$ cat src/ppsb_pkg.sv
package ppsb_pkg;

  localparam int SLOTS         = 8;
  localparam int HANDLE_BITS   = 8;
  localparam int PRIORITY_BITS = 3;

  localparam int IDX_W = (SLOTS > 1) ? $clog2(SLOTS) : 1;
  localparam int CNT_W = $clog2(SLOTS + 1);

  localparam int CMD_W    = 3;
  localparam int STATUS_W = 2;

  localparam logic [CMD_W-1:0] CMD_INSERT      = 3'd0;
  localparam logic [CMD_W-1:0] CMD_TAKE_HIGH   = 3'd1;
  localparam logic [CMD_W-1:0] CMD_TAKE_OLD    = 3'd2;
  localparam logic [CMD_W-1:0] CMD_DROP_LOW    = 3'd3;
  localparam logic [CMD_W-1:0] CMD_DROP_HANDLE = 3'd4;

  localparam logic [STATUS_W-1:0] ST_DONE = 2'd0;
  localparam logic [STATUS_W-1:0] ST_FULL = 2'd1;
  localparam logic [STATUS_W-1:0] ST_NONE = 2'd2;

  typedef struct packed {
    logic [HANDLE_BITS-1:0]   handle;
    logic [PRIORITY_BITS-1:0] prio;
  } entry_t;

endpackage

$ cat src/priority_packet_slot_buffer.sv
// Packet handle buffer with priorities, kept as a compacted list in arrival order.
// A command is taken when start is high and busy is low; its single result beat
// appears in the cycle after the command finishes, with done high for exactly that
// cycle, and the receiver cannot stall it. Insert and the unused command codes
// finish in the cycle they are taken; a removal from an empty buffer does too.
// Other removals first scan the list and then move later entries down one place,
// both through the single read port of the slot memory, one slot per cycle.
// Take-oldest scans only the first slot, drop-handle stops at the first match,
// and take-highest and drop-lowest scan all held entries before compacting.
// busy drops together with done, so the next command may follow at once.
module priority_packet_slot_buffer (
  input  logic                                   clk,
  input  logic                                   rst,
  input  logic                                   start,
  output logic                                   busy,
  input  logic [ppsb_pkg::CMD_W-1:0]             command,
  input  logic [ppsb_pkg::HANDLE_BITS-1:0]       handle_in,
  input  logic [ppsb_pkg::PRIORITY_BITS-1:0]     priority_in,
  output logic                                   done,
  output logic [ppsb_pkg::STATUS_W-1:0]          status,
  output logic [ppsb_pkg::HANDLE_BITS-1:0]       handle_out,
  output logic [ppsb_pkg::PRIORITY_BITS-1:0]     priority_out,
  output logic [ppsb_pkg::CNT_W-1:0]             occupancy
);

  typedef enum logic [1:0] {
    S_IDLE,
    S_SCAN,
    S_SHIFT
  } state_t;

  state_t                             state;
  logic [ppsb_pkg::CNT_W-1:0]         count;
  logic [ppsb_pkg::CMD_W-1:0]         cmd;
  logic [ppsb_pkg::HANDLE_BITS-1:0]   key_handle;
  logic [ppsb_pkg::IDX_W-1:0]         pend_idx;
  logic [ppsb_pkg::CNT_W-1:0]         limit;
  logic [ppsb_pkg::IDX_W-1:0]         best_idx;
  ppsb_pkg::entry_t                   best_entry;

  ppsb_pkg::entry_t                   mem [ppsb_pkg::SLOTS];
  ppsb_pkg::entry_t                   rd_data;

  logic                               accept;
  logic                               hit;
  logic                               take;
  logic                               scan_last;
  logic                               found;
  logic                               sel_is_tail;
  logic                               pend_is_tail;
  logic [ppsb_pkg::IDX_W-1:0]         sel_idx;
  ppsb_pkg::entry_t                   sel_entry;
  logic [ppsb_pkg::CNT_W-1:0]         count_dec;

  logic                               mem_we;
  logic [ppsb_pkg::IDX_W-1:0]         mem_wa;
  ppsb_pkg::entry_t                   mem_wd;
  logic [ppsb_pkg::IDX_W-1:0]         mem_ra;

  assign busy   = (state != S_IDLE);
  assign accept = start && !busy;

  always_comb begin
    count_dec    = count - ppsb_pkg::CNT_W'(1);
    hit          = (rd_data.handle == key_handle);
    unique case (cmd)
      ppsb_pkg::CMD_TAKE_HIGH:
        take = (pend_idx == '0) || (rd_data.prio > best_entry.prio);
      ppsb_pkg::CMD_DROP_LOW:
        take = (pend_idx == '0) || (rd_data.prio < best_entry.prio);
      ppsb_pkg::CMD_DROP_HANDLE:
        take = hit;
      default:
        take = (pend_idx == '0);
    endcase
    sel_idx      = take ? pend_idx : best_idx;
    sel_entry    = take ? rd_data : best_entry;
    found        = (cmd != ppsb_pkg::CMD_DROP_HANDLE) || hit;
    scan_last    = (ppsb_pkg::CNT_W'(pend_idx) == limit - ppsb_pkg::CNT_W'(1)) ||
                   ((cmd == ppsb_pkg::CMD_DROP_HANDLE) && hit);
    sel_is_tail  = (ppsb_pkg::CNT_W'(sel_idx) == count_dec);
    pend_is_tail = (ppsb_pkg::CNT_W'(pend_idx) == count_dec);

    mem_we = 1'b0;
    mem_wa = count[ppsb_pkg::IDX_W-1:0];
    mem_wd = '{handle: handle_in, prio: priority_in};
    mem_ra = '0;
    unique case (state)
      S_IDLE: begin
        mem_we = accept && (command == ppsb_pkg::CMD_INSERT) &&
                 (count < ppsb_pkg::CNT_W'(ppsb_pkg::SLOTS));
      end
      S_SCAN: begin
        mem_ra = scan_last ? (sel_idx + ppsb_pkg::IDX_W'(1))
                           : (pend_idx + ppsb_pkg::IDX_W'(1));
      end
      S_SHIFT: begin
        mem_we = 1'b1;
        mem_wa = pend_idx - ppsb_pkg::IDX_W'(1);
        mem_wd = rd_data;
        mem_ra = pend_idx + ppsb_pkg::IDX_W'(1);
      end
      default: begin
        mem_we = 1'b0;
      end
    endcase
  end

  // slot memory, one write and one registered read per cycle
  always_ff @(posedge clk) begin
    if (mem_we) begin
      mem[mem_wa] <= mem_wd;
    end
    rd_data <= mem[mem_ra];
  end

  always_ff @(posedge clk) begin
    if (rst) begin
      state <= S_IDLE;
      count <= '0;
      done  <= 1'b0;
    end else begin
      done <= 1'b0;
      unique case (state)
        S_IDLE: begin
          if (accept) begin
            cmd          <= command;
            key_handle   <= handle_in;
            status       <= ppsb_pkg::ST_DONE;
            handle_out   <= '0;
            priority_out <= '0;
            occupancy    <= count;
            unique case (command) inside
              ppsb_pkg::CMD_INSERT: begin
                done <= 1'b1;
                if (count < ppsb_pkg::CNT_W'(ppsb_pkg::SLOTS)) begin
                  count     <= count + ppsb_pkg::CNT_W'(1);
                  occupancy <= count + ppsb_pkg::CNT_W'(1);
                end else begin
                  status <= ppsb_pkg::ST_FULL;
                end
              end
              ppsb_pkg::CMD_TAKE_HIGH, ppsb_pkg::CMD_TAKE_OLD,
              ppsb_pkg::CMD_DROP_LOW, ppsb_pkg::CMD_DROP_HANDLE: begin
                if (count == '0) begin
                  done   <= 1'b1;
                  status <= ppsb_pkg::ST_NONE;
                end else begin
                  state    <= S_SCAN;
                  pend_idx <= '0;
                  limit    <= (command == ppsb_pkg::CMD_TAKE_OLD) ?
                              ppsb_pkg::CNT_W'(1) : count;
                end
              end
              default: begin
                done <= 1'b1;
              end
            endcase
          end
        end
        S_SCAN: begin
          best_idx   <= sel_idx;
          best_entry <= sel_entry;
          if (scan_last) begin
            if (!found) begin
              state        <= S_IDLE;
              done         <= 1'b1;
              status       <= ppsb_pkg::ST_NONE;
              occupancy    <= count;
            end else if (sel_is_tail) begin
              state        <= S_IDLE;
              done         <= 1'b1;
              count        <= count_dec;
              occupancy    <= count_dec;
              handle_out   <= sel_entry.handle;
              priority_out <= sel_entry.prio;
            end else begin
              state    <= S_SHIFT;
              pend_idx <= sel_idx + ppsb_pkg::IDX_W'(1);
            end
          end else begin
            pend_idx <= pend_idx + ppsb_pkg::IDX_W'(1);
          end
        end
        S_SHIFT: begin
          if (pend_is_tail) begin
            state        <= S_IDLE;
            done         <= 1'b1;
            count        <= count_dec;
            occupancy    <= count_dec;
            handle_out   <= best_entry.handle;
            priority_out <= best_entry.prio;
          end else begin
            pend_idx <= pend_idx + ppsb_pkg::IDX_W'(1);
          end
        end
        default: begin
          state <= S_IDLE;
        end
      endcase
    end
  end

  a_count_bound: assert property (@(posedge clk) disable iff (rst)
    count <= ppsb_pkg::CNT_W'(ppsb_pkg::SLOTS))
    else $error("entry count above slot count");

  a_done_idle: assert property (@(posedge clk) disable iff (rst)
    done |-> !busy)
    else $error("result beat while still busy");

  a_insert_grows: assert property (@(posedge clk) disable iff (rst)
    (accept && (command == ppsb_pkg::CMD_INSERT) &&
     (count < ppsb_pkg::CNT_W'(ppsb_pkg::SLOTS)))
    |=> (count == $past(count) + ppsb_pkg::CNT_W'(1)) && done)
    else $error("insert did not add one entry");

  a_full_status: assert property (@(posedge clk) disable iff (rst)
    (done && (status == ppsb_pkg::ST_FULL))
    |-> (occupancy == ppsb_pkg::CNT_W'(ppsb_pkg::SLOTS)))
    else $error("full reported below capacity");

  a_shift_in_range: assert property (@(posedge clk) disable iff (rst)
    (state == S_SHIFT) |-> (ppsb_pkg::CNT_W'(pend_idx) < count) && (pend_idx != '0))
    else $error("compaction index out of range");

endmodule
$ cat config.mk
export PLATFORM = sky130hd
export DESIGN_NAME = priority_packet_slot_buffer
export DESIGN_NICKNAME = d
export VERILOG_FILES = /design/src/ppsb_pkg.sv /design/src/priority_packet_slot_buffer.sv
export SDC_FILE = /design/constraint.sdc
export NUM_CORES = 1
export LEC_CHECK = 0
export ABC_AREA = 1
export BUFFER_PORTS_ARGS = -buffer_cell sky130_fd_sc_hd__buf_2
export CAP_MARGIN = 5
export CORE_ASPECT_RATIO = 1.2
export CORE_MARGIN = 4
export CORE_UTILIZATION = 35
export CTS_BUF_LIST = sky130_fd_sc_hd__clkbuf_16
export CTS_CLUSTER_SIZE = 8
export DETAILED_ROUTE_END_ITERATION = 10
export SLEW_MARGIN = 20
export SYNTH_ARGS = -nofsm -noshare
export SYNTH_HDL_FRONTEND = slang
export SYNTH_SLANG_ARGS = --single-unit
$ cat constraint.sdc
create_clock -name clk -period 2.8 [get_ports clk]
set_input_delay 0.56 -clock clk [delete_from_list [all_inputs] [get_ports clk]]
set_output_delay 0.56 -clock clk [all_outputs]
set_load 0.1 [all_outputs]
# Word-level counts from Yosys, hierarchy flattened
# Memory sizes are Yosys's and may differ from the RTL's. A register that Yosys moved wholly into a read port is not among the register bits.
# Cells that the tools add are included.
dict set report op_classes {
  div_mod_pow 0
  n_lt_le_gt_ge 3
  shifts 0
  bitwise_logic 2
  mux 64
  addsub 6
  reduce_logical 26
  eq_ne 26
  n_mul 0
}
# cell n
set op_table {}
lappend op_table {{3-bit 2-to-1 mux} 15}
lappend op_table {{8-bit 2-to-1 mux} 5}
lappend op_table {{4-bit 2-to-1 mux} 9}
lappend op_table {{4-bit case mux with 3 select lines} 2}
lappend op_table {{8-bit case mux with 3 select lines} 1}
lappend op_table {{11-bit 2-to-1 mux} 2}
lappend op_table {{2-bit 2-to-1 mux} 11}
lappend op_table {{3-bit case mux with 3 select lines} 2}
lappend op_table {{2-bit inequality test (second input constant)} 8}
lappend op_table {{5-bit AND reduction} 3}
lappend op_table {{3-bit by 4-bit == test with 1-bit output} 3}
lappend op_table {{3-bit inequality test (second input constant)} 4}
lappend op_table {{6-bit AND reduction} 2}
lappend op_table {{1-bit 2-to-1 mux} 10}
lappend op_table {{3-bit by 2-bit == test with 1-bit output (second input constant)} 3}
lappend op_table {{8-bit == test} 1}
lappend op_table {{2-bit case mux with 2 select lines} 2}
lappend op_table {{8-bit AND reduction} 1}
lappend op_table {{4-bit by 1-bit subtractor with 4-bit output (second input constant)} 2}
lappend op_table {{7-bit AND reduction} 1}
lappend op_table {{3-bit by 1-bit adder with 3-bit output (second input constant)} 2}
lappend op_table {{3-bit by 1-bit == test with 1-bit output (second input constant)} 2}
lappend op_table {{3-bit == test (second input constant)} 2}
lappend op_table {{3-bit logical NOT} 2}
lappend op_table {{other kinds (23)} 32}
dict set report word_totals {
  romBits 0
  wordCells 142
  output_inout_bits 19
  memories 1
  in_bits 17
  latchBits 0
  ram_bits 88
  register_bits 56
}
# name words width rd rd_clocked_by_memory_dff wr line
set mem_list {}
lappend mem_list {mem 8 11 1 1 1 priority_packet_slot_buffer.sv:41} ;# ppsb_pkg::entry_t mem [ppsb_pkg::SLOTS];

# Depth between registers and ports, before layout
# Gate-level depths: netlist of the first run.
dict set report logic_depth {
  ltp_word 9
  depth_mapped 22
}

# Least setup slack after synthesis of the first run
# OpenSTA, ideal clock, no wires.
dict set report synth_timing {
  path_type {register to register}
  start {register state[0]}
  end {register handle_out[0] in the netlist's numbering, enable pin}
  required_ns 2.421
  stages_incl_launch_ff 9
  setup_slack_ns -0.099
  setup_time_ns 0.379
  arrival_time_ns 2.521
  cell_sequence {dfxtp_1 -> inv_1 -> ha_1 -> inv_1 -> or2_2 -> nand3_1 -> nor3_4 -> nand2_1 -> nor2_1}
}
dict set report synth_between {
  elab_chain_cells 5
  elab_cells_between_ends 13
  cone_classes {7 x eq/ne; 6 x reduce/logical}
}
# item line
set synth_rtl {}
lappend synth_rtl {{start, declared} priority_packet_slot_buffer.sv:32} ;# state_t state;
lappend synth_rtl {{start signal, assigned} priority_packet_slot_buffer.sv:119} ;# state <= S_IDLE;
lappend synth_rtl {{start signal, assigned} priority_packet_slot_buffer.sv:149} ;# state <= S_SCAN;
lappend synth_rtl {{start signal, assigned} priority_packet_slot_buffer.sv:166} ;# state <= S_IDLE;
lappend synth_rtl {{2-bit nonzero test} priority_packet_slot_buffer.sv:60} ;# assign busy = (state != S_IDLE);
lappend synth_rtl {{via busy} priority_packet_slot_buffer.sv:15} ;# output logic busy,
lappend synth_rtl {{1-bit logical NOT} priority_packet_slot_buffer.sv:61} ;# assign accept = start && !busy;
lappend synth_rtl {{1-bit logical AND} priority_packet_slot_buffer.sv:61}
lappend synth_rtl {{2-bit inequality test (no line)} --}
lappend synth_rtl {{7-bit AND reduction (no line)} --}
lappend synth_rtl {{end signal, assigned} priority_packet_slot_buffer.sv:175} ;# handle_out <= sel_entry.handle;
lappend synth_rtl {{end signal, assigned} priority_packet_slot_buffer.sv:191} ;# handle_out <= best_entry.handle;
lappend synth_rtl {{end, declared} priority_packet_slot_buffer.sv:21} ;# output logic [ppsb_pkg::HANDLE_BITS-1:0] handle_out,
# The timed path passes the listed nets, and every way through them passes these cells.
# A chain may end at the register's enable or synchronous reset.

# Final worst setup path of the first run
dict set report layout_timing {
  start {register best_entry[2] in the netlist's numbering}
  end {register, netlist name rd_data[8]}
}
dict set report layout_between {
  elab_chain_cells 7
  elab_cells_between_ends 9
  cone_classes {1 x add/sub; 2 x order compare; 4 x mux; 2 x reduce/logical}
}
# item line
set layout_rtl {}
lappend layout_rtl {{start, declared} priority_packet_slot_buffer.sv:39} ;# ppsb_pkg::entry_t best_entry;
lappend layout_rtl {{start signal, assigned} priority_packet_slot_buffer.sv:163} ;# best_entry <= sel_entry;
lappend layout_rtl {{3-bit < comparator / 3-bit greater-than comparator (equally long branches)} {priority_packet_slot_buffer.sv:70, priority_packet_slot_buffer.sv:68}}
lappend layout_rtl {{1-bit logical OR, on equally long branches} {priority_packet_slot_buffer.sv:70, priority_packet_slot_buffer.sv:68}}
lappend layout_rtl {{1-bit case mux with 3 select lines *} priority_packet_slot_buffer.sv:66} ;# unique case (cmd)
lappend layout_rtl {{3-bit 2-to-1 mux *} priority_packet_slot_buffer.sv:76} ;# sel_idx = take ? pend_idx : best_idx;
lappend layout_rtl {{via sel_idx (one bit)} priority_packet_slot_buffer.sv:51} ;# logic [ppsb_pkg::IDX_W-1:0] sel_idx;
lappend layout_rtl {{3-bit by 1-bit adder with 3-bit output *} priority_packet_slot_buffer.sv:94} ;# mem_ra = scan_last ? (sel_idx + ppsb_pkg::IDX_W'(1))
lappend layout_rtl {{3-bit 2-to-1 mux *} priority_packet_slot_buffer.sv:94}
lappend layout_rtl {{3-bit case mux with 2 select lines *} priority_packet_slot_buffer.sv:88} ;# unique case (state)
# Mark *: on every way through the listed nets, which the timed path passes. The rest lies on a longest branch.

==> results of run 1 <==
-- cell usage after synthesis, types with 6 or more instances --
cell / count / area, um^2
o21ai_0: 26 / 130
clkbuf_1: 10 / 37.5
a21oi_1: 26 / 130
nand3_1: 70 / 350
dfxtp_1: 18 / 360
xnor2_1: 6 / 52.6
nand2_1: 260 / 976
inv_1: 115 / 432
ha_1: 14 / 175
edfxtp_1: 137 / 4110
nand3b_1: 36 / 270
buf_2: 10 / 50.1
inv_2: 8 / 30.0
nor2_1: 40 / 150
-- logic make-up (layout without fill, tap and decap cells) --
logic type               after synthesis  after routing  share of synthesized area
XOR/XNOR                              11             11                     0.0127
adder cells (fa/ha/maj)               14             14                     0.0230
AO/OA/AOI/OAI                         62             62                     0.0441
flip-flops                           155            155                      0.589
AND/OR/NAND/NOR                      424            424                      0.249
buffers and inverters                152            244                     0.0826
-- final timing paths --
path | end | cells past startpoint | start
hold / removal | key_handle[0] | 1 | handle_in[0]
setup / recovery | rd_data[8] | 21 | best_entry[2]
setup reg to reg | rd_data[8] | 21 | best_entry[2]
hold reg to reg | state[0] | 2 | state[0]
-- metal layers --
layer | global-route usage | wire length, um
met3 | 0.0299 | 658
met5 | 0 | 0
met4 | 0.0566 | 406
met1 | 0.191 | 7960
met2 | 0.258 | 8930
-- layout make-up --
class | instances | area share
flip-flops and latches | 155 | 0.486
multi-input cells | 511 | 0.288
repair buffers | 90 | 0.0729
inverters | 123 | 0.0517
clock buffers | 17 | 0.0462
well taps | 270 | 0.0367
clock inverters | 14 | 0.0189
-- sequential cells by signal (all words and copies together), names as in the netlist --
signal	flops
done	1
key_handle	8
count	4
state	2
occupancy	4
handle_out	8
best_idx	3
cmd	3
pend_idx	3
limit	4
best_entry	11
status	2
mem	88
priority_out	3
rd_data	11
-- critical path: stages (launching register included) --
cell and delay (ps):
edfxtp_1 400, inv_2 90, ha_4 210, a21oi_2 150, nand2_1 80, nand2_2 60
nand3_2 60, nand2_2 90, buf_6 120, nand3b_1 90, nand2_2 90, inv_2 50
ha_4 150, nand3_2 60, nand2_1 60, o21ai_1 130, nand2_1 70, nand2_2 90
clkinvlp_4 170, clkbuf_16 200, nand2_2 60, nand2_1 40
-- through the flow --
stage / cells / cell area, um^2
floorplan: 818 / 7610
global placement: 1142 / 8330
detailed placement: 1142 / 8330
CTS: 1173 / 8930
global route: 1180 / 9220
finish: 1180 / 9220
-- power groups by stage --
stage | clock network (uW) | registers, uW | logic [uW]
after floorplan | 0 | 4060 | 1860
after global placement | 0 | 3350 | 3510
after detailed placement | 0 | 3360 | 3530
after CTS | 2400 | 3310 | 3550
after global routing | 2490 | 3370 | 4150
final | 2350 | 3320 | 3780
-- timing repair --
action,CTS,global route
pin swaps,0,16
hold buffers,0,0
endpoints found under the setup margin,8,27
gates resized for setup,1,50
cloned,0,2
setup buffers,0,5
==> metrics.md, run 1 <==
| Metric | Value |
|---|---|
| # nets final | `~930` |
| Largest fanout on the critical path | `5` |
| Combinational fraction of design power | `0.400` |
| Post-synth EDFFs | `~140` |
| Drt wl/cell | `roughly 15 um` |
| Synthesized cell area | `around 0.0076 mm^2` |
| Die Width | `143 um` |
| Mapped Nets | `about 850` |
| DIE HEIGHT | `roughly 170 um` |
| Initial antenna violation count | `0` |
| Main flop type after synthesis | `edfxtp_1` |
| Drt first pass iters | `5` |
| Total gr overflow | `0` |
| Pre-CTS WS | `about 7.5 ps` |
| Number of global-route vias before repair | `roughly 5500` |
| CTS tree | `yes` |
| Clock latency on the worst-skew pair | `420 ps` |
| Num rows | `58` |
| Most common cell after layout, fill and taps aside | `nand2_1` |
| Max-slew violations | `0` |
| R2R setup slack | `around 160 ps` |
| Final core occ | `0.435` |
| Most frequent cells in the layout | `nand2_1 (242), edfxtp_1 (137), inv_1 (110)` |
| Total Power | `~9500 uW` |
| Vias per cell | `roughly 4.7` |
| Asr flop ratio synth | `0` |
| Clock Power Share | `0.249` |
| Tmin final | `2640 ps` |
| Power Dens Cells | `~1000 mW/mm^2` |
| Status | `completed` |
| Fmax | `379 MHz` |
| Clock slew at the register clock pins of the worst setup and hold paths | `approximately 70 ps` |
| Ant diodes | `0` |
| Req. time, crit path | `between 3000 and 4000 ps` |
| Final cycle utilization of the critical path | `0.942` |
| # H-tree levels | `4` |
| Initial drt markers | `around 280` |
| Final Hold Vio Count | `0` |
| Final Setup Violations | `0` |
| IO buf count | `35` |
| Filler Cells Inserted | `between 2000 and 2500` |
| Worst Hold Slack | `roughly 320 ps` |
| DRC Markers | `0` |
| Clock sinks | `~160` |
| Area of the multi-input gates | `approximately 0.0027 mm^2` |
| Peak supply drop | `~0.00063 V` |
| Internal | `roughly 5500 uW` |
| Syn. warnings | `0` |
| IO Pins | `36` |
| Total CTS buffers | `17` |
| CP endpoint kind | `flip-flop` |
| Cell count after synthesis | `between 800 and 900` |
| Final Wtd Congestion | `approximately 0.82` |
| Proportion of layout cells with a drive suffix above 1 | `0.197` |
| Max-slew headroom | `0.310` |
| Drt total wl | `approximately 18 mm` |
| Clock skew | `roughly 12 ps` |
| Worst slew pin tran | `roughly 1000 ps` |
| Setup tns final | `0 ps` |
| RSZ-0062 raised after global routing | `yes` |
| Dpl hpwl | `12.4 mm` |
| Synth cell types | `38` |
| CP startpoint kind | `flip-flop` |
| Via count | `5544` |
| Die area | `between 0.02 and 0.025 mm^2` |
| Sequential cell area | `between 0.004 and 0.005 mm^2` |
| Hold Crit Class | `in2reg` |
| Root Buffer | `clkbuf_16` |
| Max clock buf depth | `2` |
| Area Growth Syn to Fin | `21.3%` |
| Mean Syn Cell Area | `9.29 um^2` |
| Post-synthesis sequential area ratio | `0.589` |
| Crit Path Class | `reg2reg` |
| ANT nets after route | `0` |
| Worst setup margin | `roughly 160 ps` |
| Switch Pwr | `between 3000 and 4000 uW` |
| Largest net degree at the start of global routing | `between 40 and 50` |
| Max-Cap Viols | `0` |
| FF+latch count, synth | `155` |
| Register share of total power | `0.351` |
| Leakage power | `0.00403 uW` |
| Sw Share | `0.413` |
| Initial core utilization | `0.359` |
| First-pass GRT wire length | `roughly 28 mm` |
| Gr usage total | `0.152` |
| Core area | `roughly 0.021 mm^2` |
| Worst path arrival time | `about 3000 ps` |
Note: power is estimated with default switching activity, not from simulation.
==> run 2, diff against run 1 <==
Clock period 2.8 ns to 3.4 ns, I/O delays scaled along.
==> metrics.md, run 2 (same netlist as run 1, synthesis figures left out) <==
| Metric | Value |
|---|---|
| Status | `completed (unchanged)` |
| Max FFs per register | `88 (unchanged)` |
| Final core occ | `0.412 (was 0.435)` |
| Worst path arrival time | `3380 ps (was 2950 ps)` |
| Post-placement cell count | `1116 (was 1142)` |
| Largest net degree at the start of global routing | `46 (unchanged)` |
| Drt total wl | `17.7 mm (was 18.0 mm)` |
| Reg2reg end | `rd_data[2] (was rd_data[8])` |
| Tmin final | `3020 ps (was 2640 ps)` |
| CP startpoint kind | `flip-flop (unchanged)` |
| Final cycle utilization of the critical path | `0.888 (was 0.942)` |
| Post-route design area | `0.00874 mm^2 (was 0.00922 mm^2)` |
| Clock sinks | `155 (unchanged)` |
| Worst-path cell chain | `inv_1, ha_1, a21oi_1, nand2_1, nand2_1, nand3_1, nand2_1, nand3_1, nand2_1, nand2_1, ha_1, nand2_1, nand3_1, nand2_1, inv_2, nand3_1, nand2_1, nand2_1, nand2_1 (was inv_2, ha_4, a21oi_2, nand2_1, nand2_2, nand3_2, nand2_2, buf_6, nand3b_1, nand2_2, inv_2, ha_4, nand3_2, nand2_1, o21ai_1, nand2_1, nand2_2, clkinvlp_4, clkbuf_16, nand2_2, nand2_1)` |
| Filler Cells Inserted | `2050 (was 2046)` |
| Initial core utilization | `0.359 (unchanged)` |
| Die area | `0.0241 mm^2 (unchanged)` |
| Cts repair resizes | `0 (was 1)` |
| Largest fanout on the critical path | `23 (was 5)` |
| IO Pins | `36 (unchanged)` |
| Most frequent cells in the layout | `nand2_1 (260), edfxtp_1 (137), inv_1 (115) (was nand2_1 (242), edfxtp_1 (137), inv_1 (110))` |
| Pre-CTS WS | `415 ps (was 7.55 ps)` |
| Dpl hpwl | `11.9 mm (was 12.4 mm)` |
| Hold Crit Class | `in2reg (unchanged)` |
| Peak supply drop | `0.000499 V (was 0.000627 V)` |
| Leakage power | `0.00381 uW (was 0.00403 uW)` |
| Worst Setup EP | `rd_data[2] (was rd_data[8])` |
| Worst setup margin | `381 ps (was 163 ps)` |
| Core area | `0.0212 mm^2 (unchanged)` |
| Biggest register | `mem (unchanged)` |
| Drt first pass iters | `6 (was 5)` |
| Drt wl/cell | `15.4 um (was 15.2 um)` |
| Req. time, crit path | `3760 ps (was 3110 ps)` |
| Final Setup Violations | `0 (unchanged)` |
| Reg2Reg Depth | `19 (was 21)` |
| Crit Path Class | `reg2reg (unchanged)` |
| Max-slew headroom | `0.363 (was 0.310)` |
| IO buf count | `35 (unchanged)` |
| R2R setup slack | `380 ps (was 160 ps)` |
| Most frequent CP cell | `nand2_1 (was nand2_2)` |
| Root Buffer | `clkbuf_16 (unchanged)` |
| Total gr overflow | `0 (unchanged)` |
| Area Growth Syn to Fin | `15.0% (was 21.3%)` |
| Hold_buf cts | `0 (unchanged)` |
| Initial antenna violation count | `0 (unchanged)` |
| CP endpoint kind | `flip-flop (unchanged)` |
| Final Wtd Congestion | `0.878 (was 0.822)` |
| Worst path max stage delay | `390 ps (was 400 ps)` |
| First-pass GRT wire length | `28.1 mm (was 28.3 mm)` |
| DRC Markers | `0 (unchanged)` |
| Most common cell after layout, fill and taps aside | `nand2_1 (unchanged)` |
| Max clock buf depth | `2 (unchanged)` |
| Total CTS buffers | `17 (unchanged)` |
| Initial drt markers | `405 (was 276)` |
| Fmax | `331 MHz (was 379 MHz)` |
| Num rows | `58 (unchanged)` |
| Gr usage total | `0.151 (was 0.152)` |
| Critical Path Stages | `19 (was 21)` |
| Final Hold Vio Count | `0 (unchanged)` |
| Via count | `5501 (was 5544)` |
| ANT nets after route | `0 (unchanged)` |
| CP startpoint | `best_entry[2] (unchanged)` |
| DIE HEIGHT | `169 um (unchanged)` |
| Non-Filler Instances | `1148 (was 1180)` |
| Post-CTS Setup Bufs | `0 (unchanged)` |
| Number of global-route vias before repair | `5462 (was 5450)` |
| # H-tree levels | `4 (unchanged)` |
| Setup tns final | `0 ps (unchanged)` |
| Ant diodes | `0 (unchanged)` |
| Max-Cap Viols | `0 (unchanged)` |
| Crit path buf inv count | `2 (was 5)` |
| Worst slew pin tran | `946 ps (was 1020 ps)` |
| Cell Area, Placed | `0.00811 mm^2 (was 0.00833 mm^2)` |
| Clock slew at the register clock pins of the worst setup and hold paths | `70 ps (about the same)` |
| Clock latency on the worst-skew pair | `440 ps (was 420 ps)` |
| Max-slew violations | `0 (unchanged)` |
| Power Dens Cells | `851 mW/mm^2 (was 1030 mW/mm^2)` |
| RSZ-0062 raised after global routing | `no (was yes)` |
| # nets final | `896 (was 929)` |
| Die Width | `143 um (unchanged)` |
| Crit-path slowest cell | `edfxtp_1 (unchanged)` |
| Proportion of layout cells with a drive suffix above 1 | `0.125 (was 0.197)` |
| Family with the most delay on the worst path | `simple AND/OR/NAND/NOR gates (unchanged)` |
| CTS tree | `yes (unchanged)` |
| Clock skew | `11.8 ps (was 12.4 ps)` |
| Vias per cell | `4.79 (was 4.70)` |
| Reg-to-reg startpoint | `best_entry[2] (unchanged)` |
| Biggest regs | `mem: 88 flops, best_entry: 11 flops, rd_data: 11 flops (unchanged)` |
==> run 2: changes by cell type in the layout (fill, tap and decap cells not counted), sizes merged <==
cell	before	now
clkbuf	19	17
bufinv	2	1
clkinvlp	3	2
clkinv	2	5
buf	88	57
==> run 2: worst min path at each step <==
stage | from | to | slack, ps | cells past startpoint
after CTS | handle_in[4] | key_handle[4] | 420 | 1
after floorplan | state[0] | state[0] | 500 | 2
final | handle_in[4] | key_handle[4] | 430 | 1
after detailed placement | state[0] | state[0] | 530 | 2
after global routing | handle_in[4] | key_handle[4] | 420 | 1
after global placement | state[0] | state[0] | 530 | 2
==> run 2: metal layers <==
layer / part of all wire / global-route usage
met1: 0.42 / 0.173
met2: 0.52 / 0.273
met3: 0.042 / 0.0302
met4: 0.021 / 0.0616
met5: 0 / 0
==> run 2: area by class of cell <==
cell class | count | area [um^2] | share of cell area
well taps | 270 | 338 | 0.0387
flip-flops and latches | 155 | 4470 | 0.512
inverters | 123 | 462 | 0.0528
clock buffers | 17 | 425 | 0.0487
clock inverters | 15 | 203 | 0.0232
multi-input cells | 511 | 2500 | 0.286
repair buffers | 57 | 340 | 0.0389
==> run 2: worst register-to-register path: cells and delay by family (launching register included) <==
| kind | cells | cell delay, ps |
|---|---|---|
| simple gates | 14 | 1380 |
| fa+ha+maj | 2 | 540 |
| buf+inv | 2 | 460 |
| flops | 1 | 390 |
| compound gates | 1 | 180 |
==> run 2: power breakdown <==
part	total (uW)	internal [uW]	switching, uW
Combinational	2740	666	2070
Clock	1970	1070	901
Sequential	2730	2560	172
Total	7440	4300	3140
==> run 2: metrics by stage <==
step           hold slack, ps  total power (uW)
6_report                  431              7440
5_1_grt                   423              7870
4_1_cts                   422              7460
3_5_place_dp              534              5510
3_3_place_gp              532              5480
2_1_floorplan             499              4870
==> run 3, diff against run 2 <==
Settings changed: ABC_AREA 1 to not set.
==> metrics.md, run 3 <==
| Metric | Value |
|---|---|
| M3 GR Usage | `0.0252 (was 0.0302)` |
| Total CTS buffers | `17 (unchanged)` |
| Dominant cells by area after synthesis | `edfxtp_1 (57%), mux2i_1 (9.5%), dfxtp_1 (5.0%) (was edfxtp_1 (54%), nand2_1 (13%), inv_1 (5.7%))` |
| Area share of the largest cell type after synthesis | `0.573 (was 0.541)` |
| Clock sinks | `155 (unchanged)` |
| ANT nets after route | `0 (unchanged)` |
| Dpl hpwl | `11.1 mm (was 11.9 mm)` |
| Initial drt markers | `279 (was 405)` |
| Asr flop ratio synth | `0 (unchanged)` |
| # H-tree levels | `4 (unchanged)` |
| IO Pins | `36 (unchanged)` |
| Vias per cell | `5.07 (was 4.79)` |
| Register share of total power | `0.468 (was 0.368)` |
| Post-synth EDFFs | `137 (unchanged)` |
| Num rows | `57 (was 58)` |
| Main flop type after synthesis | `edfxtp_1 (unchanged)` |
| Peak-usage layer in the global routing report | `met2 (unchanged)` |
| Number of global-route vias before repair | `4495 (was 5462)` |
| Gr usage total | `0.141 (was 0.151)` |
| CTS tree | `yes (unchanged)` |
| Final cycle utilization of the critical path | `0.961 (was 0.888)` |
| Sw Share | `0.281 (was 0.422)` |
| CP startpoint kind | `flip-flop (unchanged)` |
| Peak supply drop | `0.000309 V (was 0.000499 V)` |
| Largest net degree at the start of global routing | `34 (was 46)` |
| FF+latch count, synth | `155 (unchanged)` |
| Clock Power Share | `0.416 (was 0.265)` |
| Root Buffer | `clkbuf_16 (unchanged)` |
| Cell count after synthesis | `516 (was 818)` |
| Drt wl/cell | `18.2 um (was 15.4 um)` |
| Worst setup margin | `132 ps (was 381 ps)` |
| Proportion of layout cells with a drive suffix above 1 | `0.275 (was 0.125)` |
| Via count | `4399 (was 5501)` |
| Leakage power | `0.00329 uW (was 0.00381 uW)` |
| Filler Cells Inserted | `1860 (was 2050)` |
| Crit path buf inv count | `2 (unchanged)` |
| Synth cell types | `61 (was 38)` |
| Final Hold Vio Count | `0 (unchanged)` |
| Synthesized cell area | `0.00718 mm^2 (was 0.00760 mm^2)` |
| Area of the multi-input gates | `0.00255 mm^2 (was 0.00250 mm^2)` |
| Drt total wl | `15.8 mm (was 17.7 mm)` |
| Die Width | `139 um (was 143 um)` |
| Biggest register | `mem (unchanged)` |
| Core area | `0.0203 mm^2 (was 0.0212 mm^2)` |
| Post-route design area | `0.00862 mm^2 (was 0.00874 mm^2)` |
| Largest fanout on the critical path | `11 (was 23)` |
| Post-placement cell count | `834 (was 1116)` |
| # nets final | `621 (was 896)` |
| Sequential cell area | `0.00447 mm^2 (unchanged)` |
| Ant diodes | `0 (unchanged)` |
| Worst-path cell chain | `inv_2, ha_4, a21oi_2, a32o_1, o211ai_2, a32oi_4, mux2i_2, xor2_1, or4_4, and2_4, nor2_2, buf_12 (was inv_1, ha_1, a21oi_1, nand2_1, nand2_1, nand3_1, nand2_1, nand3_1, nand2_1, nand2_1, ha_1, nand2_1, nand3_1, nand2_1, inv_2, nand3_1, nand2_1, nand2_1, nand2_1)` |
| Post-synthesis sequential area ratio | `0.623 (was 0.589)` |
| Most frequent cells in the layout | `edfxtp_1 (137), mux2i_1 (67), buf_4 (41) (was nand2_1 (260), edfxtp_1 (137), inv_1 (115))` |
| Cell Area, Placed | `0.00795 mm^2 (was 0.00811 mm^2)` |
| Clock skew | `13.5 ps (was 11.8 ps)` |
| Worst path arrival time | `3410 ps (was 3380 ps)` |
| Setup tns final | `0 ps (unchanged)` |
| Switch Pwr | `1290 uW (was 3140 uW)` |
| First-pass GRT wire length | `24.9 mm (was 28.1 mm)` |
| DIE HEIGHT | `165 um (was 169 um)` |
| Crit-path slowest cell | `or4_4 (was edfxtp_1)` |
| Worst path max stage delay | `560 ps (was 390 ps)` |
| Mean Syn Cell Area | `13.9 um^2 (was 9.29 um^2)` |
| Worst slew pin tran | `604 ps (was 946 ps)` |
| RSZ-0062 raised after global routing | `no (unchanged)` |
| Req. time, crit path | `3540 ps (was 3760 ps)` |
| Most common cell after layout, fill and taps aside | `edfxtp_1 (was nand2_1)` |
| Most frequent cell after synthesis | `edfxtp_1 (was nand2_1)` |
| Met1 GRT Util | `0.179 (was 0.173)` |
| Initial core utilization | `0.355 (was 0.359)` |
| Clock latency on the worst-skew pair | `430 ps (was 440 ps)` |
| Top cells by count, synth | `edfxtp_1 (137), mux2i_1 (68), nor2_1 (37) (was nand2_1 (260), edfxtp_1 (137), inv_1 (115))` |
| Non-Filler Instances | `868 (was 1148)` |
| Hold Crit Class | `in2reg (unchanged)` |
| Biggest regs | `mem: 88 flops, best_entry: 11 flops, rd_data: 11 flops (unchanged)` |
| Total gr overflow | `0 (unchanged)` |
| Area Growth Syn to Fin | `20.0% (was 15.0%)` |
| Combinational fraction of design power | `0.116 (was 0.368)` |
| Tmin final | `3270 ps (was 3020 ps)` |
| DRC Markers | `0 (unchanged)` |
| Max clock buf depth | `2 (unchanged)` |
| Internal | `3300 uW (was 4300 uW)` |
| Fmax | `306 MHz (was 331 MHz)` |
| Final Wtd Congestion | `0.847 (was 0.878)` |
| Max-slew violations | `0 (unchanged)` |
| Pre-CTS WS | `25.9 ps (was 415 ps)` |
| Max-slew headroom | `0.594 (was 0.363)` |
| Mapped Nets | `547 (was 849)` |
| CP endpoint kind | `flip-flop (unchanged)` |
| Total Power | `4580 uW (was 7440 uW)` |
| Initial antenna violation count | `0 (unchanged)` |
| Hold_buf cts | `0 (unchanged)` |
| IO buf count | `35 (unchanged)` |
| Clock slew at the register clock pins of the worst setup and hold paths | `70 ps (about the same)` |
| Final Setup Violations | `0 (unchanged)` |
| Max FFs per register | `88 (unchanged)` |
| Die area | `0.0229 mm^2 (was 0.0241 mm^2)` |
| Syn. warnings | `0 (unchanged)` |
| Family with the most delay on the worst path | `simple AND/OR/NAND/NOR gates (unchanged)` |
| Power Dens Cells | `531 mW/mm^2 (was 851 mW/mm^2)` |
| Met2 usage | `0.243 (was 0.273)` |
| Area leader, netlist | `edfxtp_1 (unchanged)` |
| Max-Cap Viols | `0 (unchanged)` |
| Crit Path Class | `reg2reg (unchanged)` |
| Drt first pass iters | `5 (was 6)` |
| Status | `completed (unchanged)` |
## run 3: cells by family (layout without fill, tap and decap cells)
group | Yosys count | in the layout | share of synthesized area
mux | 102 | 102 | 0.150
simple gates | 103 | 103 | 0.0707
compound gates | 71 | 71 | 0.0737
buf+inv | 49 | 136 | 0.0310
xor+xnor | 22 | 22 | 0.0279
flops | 155 | 155 | 0.623
fa+ha+maj | 14 | 14 | 0.0244
## run 3: stage by stage
stage,hold WS (ps),util
after CTS,428,0.423
final,448,0.426
after global routing,430,0.426
after global placement,545,0.392
after floorplan,514,-
after detailed placement,563,0.392
## run 3: what timing repair did
item,in CTS,in global routing
buffers inserted,0,2
resized for setup,1,8
pin swaps,0,4
endpoints found under the setup margin,9,27
## run 3: cell type report
class	instances	share of cell area
clock buffer	17	0.0493
clock inverter	15	0.0219
inverter	24	0.0104
multi-input combinational	312	0.296
sequential	155	0.519
tap	265	0.0385
timing repair buffer	80	0.0653
## run 3: power groups by stage
| stage | Clock (uW) | Sequential (uW) | Combinational, uW |
|---|---|---|---|
| finish | 1910 | 2150 | 531 |
| global route | 2030 | 2150 | 567 |
| CTS | 1940 | 2150 | 522 |
| detailed placement | 0 | 2190 | 518 |
| global placement | 0 | 2190 | 512 |
| floorplan | 0 | 2310 | 248 |
## run 3: worst register-to-register path, stage by stage (launching register included)
cell and delay (ps):
edfxtp_1 420, inv_2 100, ha_4 210, a21oi_2 160, a32o_1 160, o211ai_2 110
a32oi_4 350, mux2i_2 320, xor2_1 120, or4_4 560, and2_4 170, nor2_2 160
buf_12 150
## run 3: per-layer routing
layer	share of wire	vias to the layer above
met4	0.018	0
met2	0.50	142
met1	0.44	2145
li1	-	2087
met3	0.043	25
met5	0	-
## run 3: worst paths after layout
check / start / to / slack (ps) / cells after the start
setup reg to reg: best_entry[2] / priority_out[2] / 130 / 12
setup / recovery: best_entry[2] / priority_out[2] / 130 / 12
hold reg to reg: state[1] / state[1] / 570 / 2
hold / removal: handle_in[0] / key_handle[0] / 450 / 1
